[src/rtl/core/lac_pkg.sv]
// ----------------------------------------------------------------------------
// Lagged autocorrelation package
// Field widths, status codes and configuration register indexes shared by
// the core, its divider and its checker.
// ----------------------------------------------------------------------------
package lac_pkg;

  localparam int Q15_W   = 16;
  localparam int LAG_W   = 6;
  localparam int VAL_W   = 32;
  localparam int STAT_W  = 2;
  localparam int LAGC_W  = 7;
  localparam int CFG_A_W = 8;
  localparam int CFG_D_W = 8;

  typedef logic [STAT_W-1:0]  status_t;
  typedef logic [CFG_A_W-1:0] cfg_idx_t;

  localparam status_t ST_OK   = 2'd0;
  localparam status_t ST_LAGS = 2'd1;
  localparam status_t ST_OVFL = 2'd2;

  localparam cfg_idx_t CFG_LAG_COUNT = 8'd0;
  localparam cfg_idx_t CFG_CIRCULAR  = 8'd1;

endpackage

[src/rtl/core/lac_div.sv]
// ----------------------------------------------------------------------------
// Lagged autocorrelation divider
// Restoring divider of a signed sum by an unsigned term count, one quotient
// bit per cycle, with the quotient truncated toward zero.
// ----------------------------------------------------------------------------
module lac_div
  import lac_pkg::*;
#(
  parameter int ACC_W = 43,
  parameter int DIV_W = 11
) (
  input  logic                    clk,
  input  logic                    rst_n,
  input  logic                    div_start,
  input  logic signed [ACC_W-1:0] dividend,
  input  logic        [DIV_W-1:0] divisor,
  output logic                    div_done,
  output logic signed [VAL_W-1:0] quotient
);

  localparam int CNT_W = $clog2(ACC_W + 1);

  logic             busy_r,  busy_nxt;
  logic             done_r,  done_nxt;
  logic [CNT_W-1:0] cnt_r,   cnt_nxt;
  logic [DIV_W:0]   rem_r,   rem_nxt;
  logic [ACC_W-1:0] quo_r,   quo_nxt;
  logic             neg_r,   neg_nxt;
  logic [DIV_W:0]   trial;
  logic [ACC_W-1:0] mag;
  logic [ACC_W-1:0] quo_neg;

  always_comb begin
    mag      = dividend[ACC_W-1] ? (ACC_W'(0) - dividend) : dividend;
    trial    = {rem_r[DIV_W-1:0], quo_r[ACC_W-1]};
    busy_nxt = busy_r;
    done_nxt = 1'b0;
    cnt_nxt  = cnt_r;
    rem_nxt  = rem_r;
    quo_nxt  = quo_r;
    neg_nxt  = neg_r;
    if (div_start) begin
      busy_nxt = 1'b1;
      cnt_nxt  = CNT_W'(ACC_W);
      rem_nxt  = '0;
      quo_nxt  = mag;
      neg_nxt  = dividend[ACC_W-1];
    end else if (busy_r) begin
      if (trial >= {1'b0, divisor}) begin
        rem_nxt = trial - {1'b0, divisor};
        quo_nxt = {quo_r[ACC_W-2:0], 1'b1};
      end else begin
        rem_nxt = trial;
        quo_nxt = {quo_r[ACC_W-2:0], 1'b0};
      end
      cnt_nxt = cnt_r - CNT_W'(1);
      if (cnt_r == CNT_W'(1)) begin
        busy_nxt = 1'b0;
        done_nxt = 1'b1;
      end
    end
  end

  always_ff @(posedge clk) begin
    if (!rst_n) begin
      busy_r <= 1'b0;
      done_r <= 1'b0;
    end else begin
      busy_r <= busy_nxt;
      done_r <= done_nxt;
    end
  end

  always_ff @(posedge clk) begin
    cnt_r <= cnt_nxt;
    rem_r <= rem_nxt;
    quo_r <= quo_nxt;
    neg_r <= neg_nxt;
  end

  assign quo_neg  = ACC_W'(0) - quo_r;
  assign div_done = done_r;
  assign quotient = neg_r ? $signed(quo_neg[VAL_W-1:0]) : $signed(quo_r[VAL_W-1:0]);

endmodule

[config.mk]
export PLATFORM = sky130hd
export DESIGN_NAME = lac_div
export DESIGN_NICKNAME = d
export VERILOG_FILES = /design/src/rtl/core/lac_pkg.sv /design/src/rtl/core/lac_div.sv
export SDC_FILE = /design/constraint.sdc
export NUM_CORES = 1
export LEC_CHECK = 0
export BUFFER_PORTS_ARGS = -buffer_cell sky130_fd_sc_hd__buf_2
export CAP_MARGIN = 5
export CORE_MARGIN = 3
export CORE_UTILIZATION = 30
export CTS_BUF_LIST = sky130_fd_sc_hd__clkbuf_2 sky130_fd_sc_hd__clkbuf_4 sky130_fd_sc_hd__clkbuf_8
export CTS_CLUSTER_DIAMETER = 150
export DETAILED_ROUTE_END_ITERATION = 8
export PLACE_DENSITY = 0.45
export SETUP_SLACK_MARGIN = 0.02
export SYNTH_ARGS = -nofsm -noshare
export SYNTH_HDL_FRONTEND = slang
export SYNTH_SLANG_ARGS = --single-unit
[constraint.sdc]
create_clock -name clk -period 6.85 [get_ports clk]
set_clock_uncertainty 0.1 [all_clocks]
set_input_delay 0.685 -clock clk [delete_from_list [all_inputs] [get_ports clk]]
set_output_delay 0.685 -clock clk [all_outputs]
set_load 0.02 [all_outputs]
==> flow_summary_export.csv <==
group,metric,value,unit
layout,instances_no_fill,789,
cts,post_cts.repair.setup_buffers,0,
floorplan,io_pins,90,
yosys,ys_async_sr_fraction,0,%
setup_path,crit_arrival,2910,ps
sta,hold_viol_final,0,
yosys,yosysTopAreaCell,"edfxtp_1",
global_route,antenna_found_initial,0,
sta,setup_tns,0,ps
sta,max_freq,271,MHz
layout,areaGrowthSynthToFinish,16.6,%
power_and_ir_drop,ir_worst_vdd,0.0000749,V
placed_design,dp_hpwl,8.59,mm
setup_path,worstPathRequired,6060,ps
sta,min_period,3690,ps
cts,htree_levels,3,
cts,insertion_delay,340,ps
global_route,grt-ovfl-total,0,
status,outcome,"finished, final reports clean",
sta,worst_pin_slew,1080,ps
yosys,synth-main-ff-cell,"edfxtp_1",
layout,drive_gt1_share,19.7,%
setup_path,max_stage_delay,620,ps
layout,regArea,1700,µm²
floorplan,initial_core_util,31.2,%
floorplan,std_cell_rows,44,
setup_path,path_cells,"or4_1 -> nand2b_1 -> nor4_1 -> nand2_1 -> o31ai_1 -> xnor2_1 -> buf_2",
yosys,synth_area_leaders,"edfxtp_1 29%, dfxtp_1 8.2%, xor2_1 7.8%, xnor2_1 7.2%, a21oi_1 5.2%",
setup_path,crit_buf_inv,1,
setup_path,cp-end-kind,"output port",
detailed_routing,routed_wl,11.8,mm
detailed_routing,vias,4051,
layout,final_nets,673,
power_and_ir_drop,leakage,2.07,nW
global_route,grt_pass1_vias,3741,
yosys,ys.warnings.count,0,
sta,slew_violations,0,
hold_path,hold_class,"register to register",
layout,nFillCells,1537,
cts,cts_inserted_buffers,9,
floorplan,die_area,16900,µm²
yosys,synth_cells,524,
sta,rsz0062_at_grt,"no",
detailed_routing,drcViolationCount,0,
sta,setup_violations,0,
power_and_ir_drop,p_per_area,210,nW/µm²
yosys,seq_area_frac_synth,36.9,%
setup_path,slowest_stage,"or4_1",
hold_path,min_path_cells,2,
cts,cts_resized,0,
placed_design,io_buffer_count,89,
detailed_routing,avgRoutedWirePerCell,15.0,µm
setup_path,reg2reg_depth,10,
cts,cts.sinks,63,
placed_design,gp_congestion,0.803,
floorplan,coreArea,14800,µm²
yosys,syn-cell-area,4620,µm²
floorplan,fp.dieW,130,µm
yosys,ys_types,47,
global_route,grt_pass1_wl,19.0,mm
placed_design,pre_cts_slack,3300,ps
detailed_routing,avgViaCountPerCell,5.13,
job,max_cap_violations,0,
yosys,synth_common_cells,"62 x nor2_1, 48 x a21oi_1, 44 x edfxtp_1, 41 x xor2_1, 38 x xnor2_1",
detailed_routing,first_pass_iters,4,
sta,relSlewSlack,28.0,%
layout,antenna_cells,0,
detailed_routing,ant_nets,0,
setup_path,critical_path_class,"register to output port",
yosys,synth_nets,597,
floorplan,fp.dieH,130,µm
setup_path,cp-start-kind,"register",
sta,setup_slack,3160,ps
setup_path,cp_max_fo,7,
yosys,syn_avg_cell_area,8.81,µm²
setup_path,critPathTopFamily,"simple AND/OR/NAND/NOR gates",
yosys,ys_seq_elements,63,
sta,finalCritPeriodShare,53.9,%
cts,path_clk_slew,70,ps
detailed_routing,drt_iter0_markers,243,
global_route,grt_max_degree,109,
setup_path,crit_cells,7,
layout,multiInputGateArea,2730,µm²
placed_design,dp.cells,773,
yosys,yosysMostFrequentCell,"nor2_1",
cts,root_buffer,"clkbuf_8",
cts,cts_tree,"yes",
global_route,grt_use_total,14.0,%
cts,cts_buffer_depth,2,
yosys,synth_top_area_share,28.6,%
cts,hold_buffers,0,
yosys,synth_edf_count,44,
sequential cells by signal, indices dropped and copies added, names as in the netlist:
signal	flops
busy_r	1
div_done	1
quo_r	43
rem_r	11
cnt_r	6
neg_r	1
logic make-up after synthesis:
| logic type | synth area share, % |
|---|---|
| buf+inv | 3.90 |
| fa+ha+maj | 4.50 |
| compound gates | 19.1 |
| mux | 1.98 |
| xor+xnor | 15.0 |
| flops | 36.9 |
| simple gates | 18.6 |
cell type report:
type | instances | area share [%]
clock buffer | 15 | 3.25
clock inverter | 1 | 0.0930
inverter | 22 | 1.53
multi-input combinational | 414 | 50.8
sequential | 63 | 31.6
tap | 184 | 4.28
timing repair buffer | 90 | 8.46
worst register-to-register path, stage by stage, from the launching register on:
cell and delay [ps]:
edfxtp_1 320, inv_1 70, ha_1 210, fa_1 410
nor2b_1 170, o31a_1 180, o21ai_1 190, o21ai_0 430
buf_4 280, mux2_2 350, a211oi_1 210
per-stage QoR:
step	instance area, µm²	hold WS [ps]	utilization, %	power, mW
after floorplan	4620	361	-	0.728
after global placement	5200	387	35.1	0.832
after detailed placement	5200	388	35.1	0.835
after CTS	5380	407	36.4	1.15
after global routing	5380	424	36.4	1.20
final	5380	401	36.4	1.13
power by group:
group          leakage, nW  internal, mW  switching [mW]  total (mW)
Clock               0.0988         0.162           0.142       0.303
Combinational         1.38         0.136           0.189       0.325
Sequential           0.588         0.455          0.0452       0.500
Total                 2.07         0.753           0.376        1.13
cell usage in the layout, fill, tap and decap left out, drive strengths merged, types with 5 or more instances in the layout:
| cell | netlist | layout |
|---|---|---|
| o21ai | 35 | 35 |
| mux2i | 8 | 8 |
| o41ai | 14 | 14 |
| dfxtp | 19 | 19 |
| or4 | 13 | 13 |
| nand2 | 27 | 27 |
| a211oi | 8 | 8 |
| a21oi | 48 | 48 |
| clkbuf | 23 | 15 |
| xor2 | 41 | 41 |
| nor4 | 12 | 12 |
| nor3 | 6 | 6 |
| nand3 | 6 | 6 |
| inv | 22 | 22 |
| or2 | 5 | 5 |
| o31ai | 22 | 22 |
| nand2b | 13 | 13 |
| edfxtp | 44 | 44 |
| or3 | 12 | 12 |
| ha | 15 | 15 |
| buf | 2 | 90 |
| nor2 | 62 | 62 |
| xnor2 | 38 | 38 |
path summary, 6_finish.rpt:
path / start / end / slack, ps
worst max-delay path: quo_r[9]$_DFFE_PP_ / quotient[31] / 3160
worst min-delay path: rem_r[10]$_SDFFE_PP0P_ / rem_r[10]$_SDFFE_PP0P_ / 400
worst max register to register: quo_r[42]$_DFFE_PP_ / rem_r[0]$_SDFFE_PP0P_ / 3840
worst min register to register: rem_r[10]$_SDFFE_PP0P_ / rem_r[10]$_SDFFE_PP0P_ / 400
per-layer routing:
| layer | GRT usage, % | vias to the layer above | part of all wire (%) |
|---|---|---|---|
| met1 | 19.4 | 1886 | 48 |
| met4 | 3.97 | 0 | 1.3 |
| met3 | 2.62 | 15 | 4.3 |
| met2 | 22.4 | 81 | 46 |
| met5 | 0 | - | 0 |
| li1 | - | 2069 | - |
(Power assumes the default switching activity.)
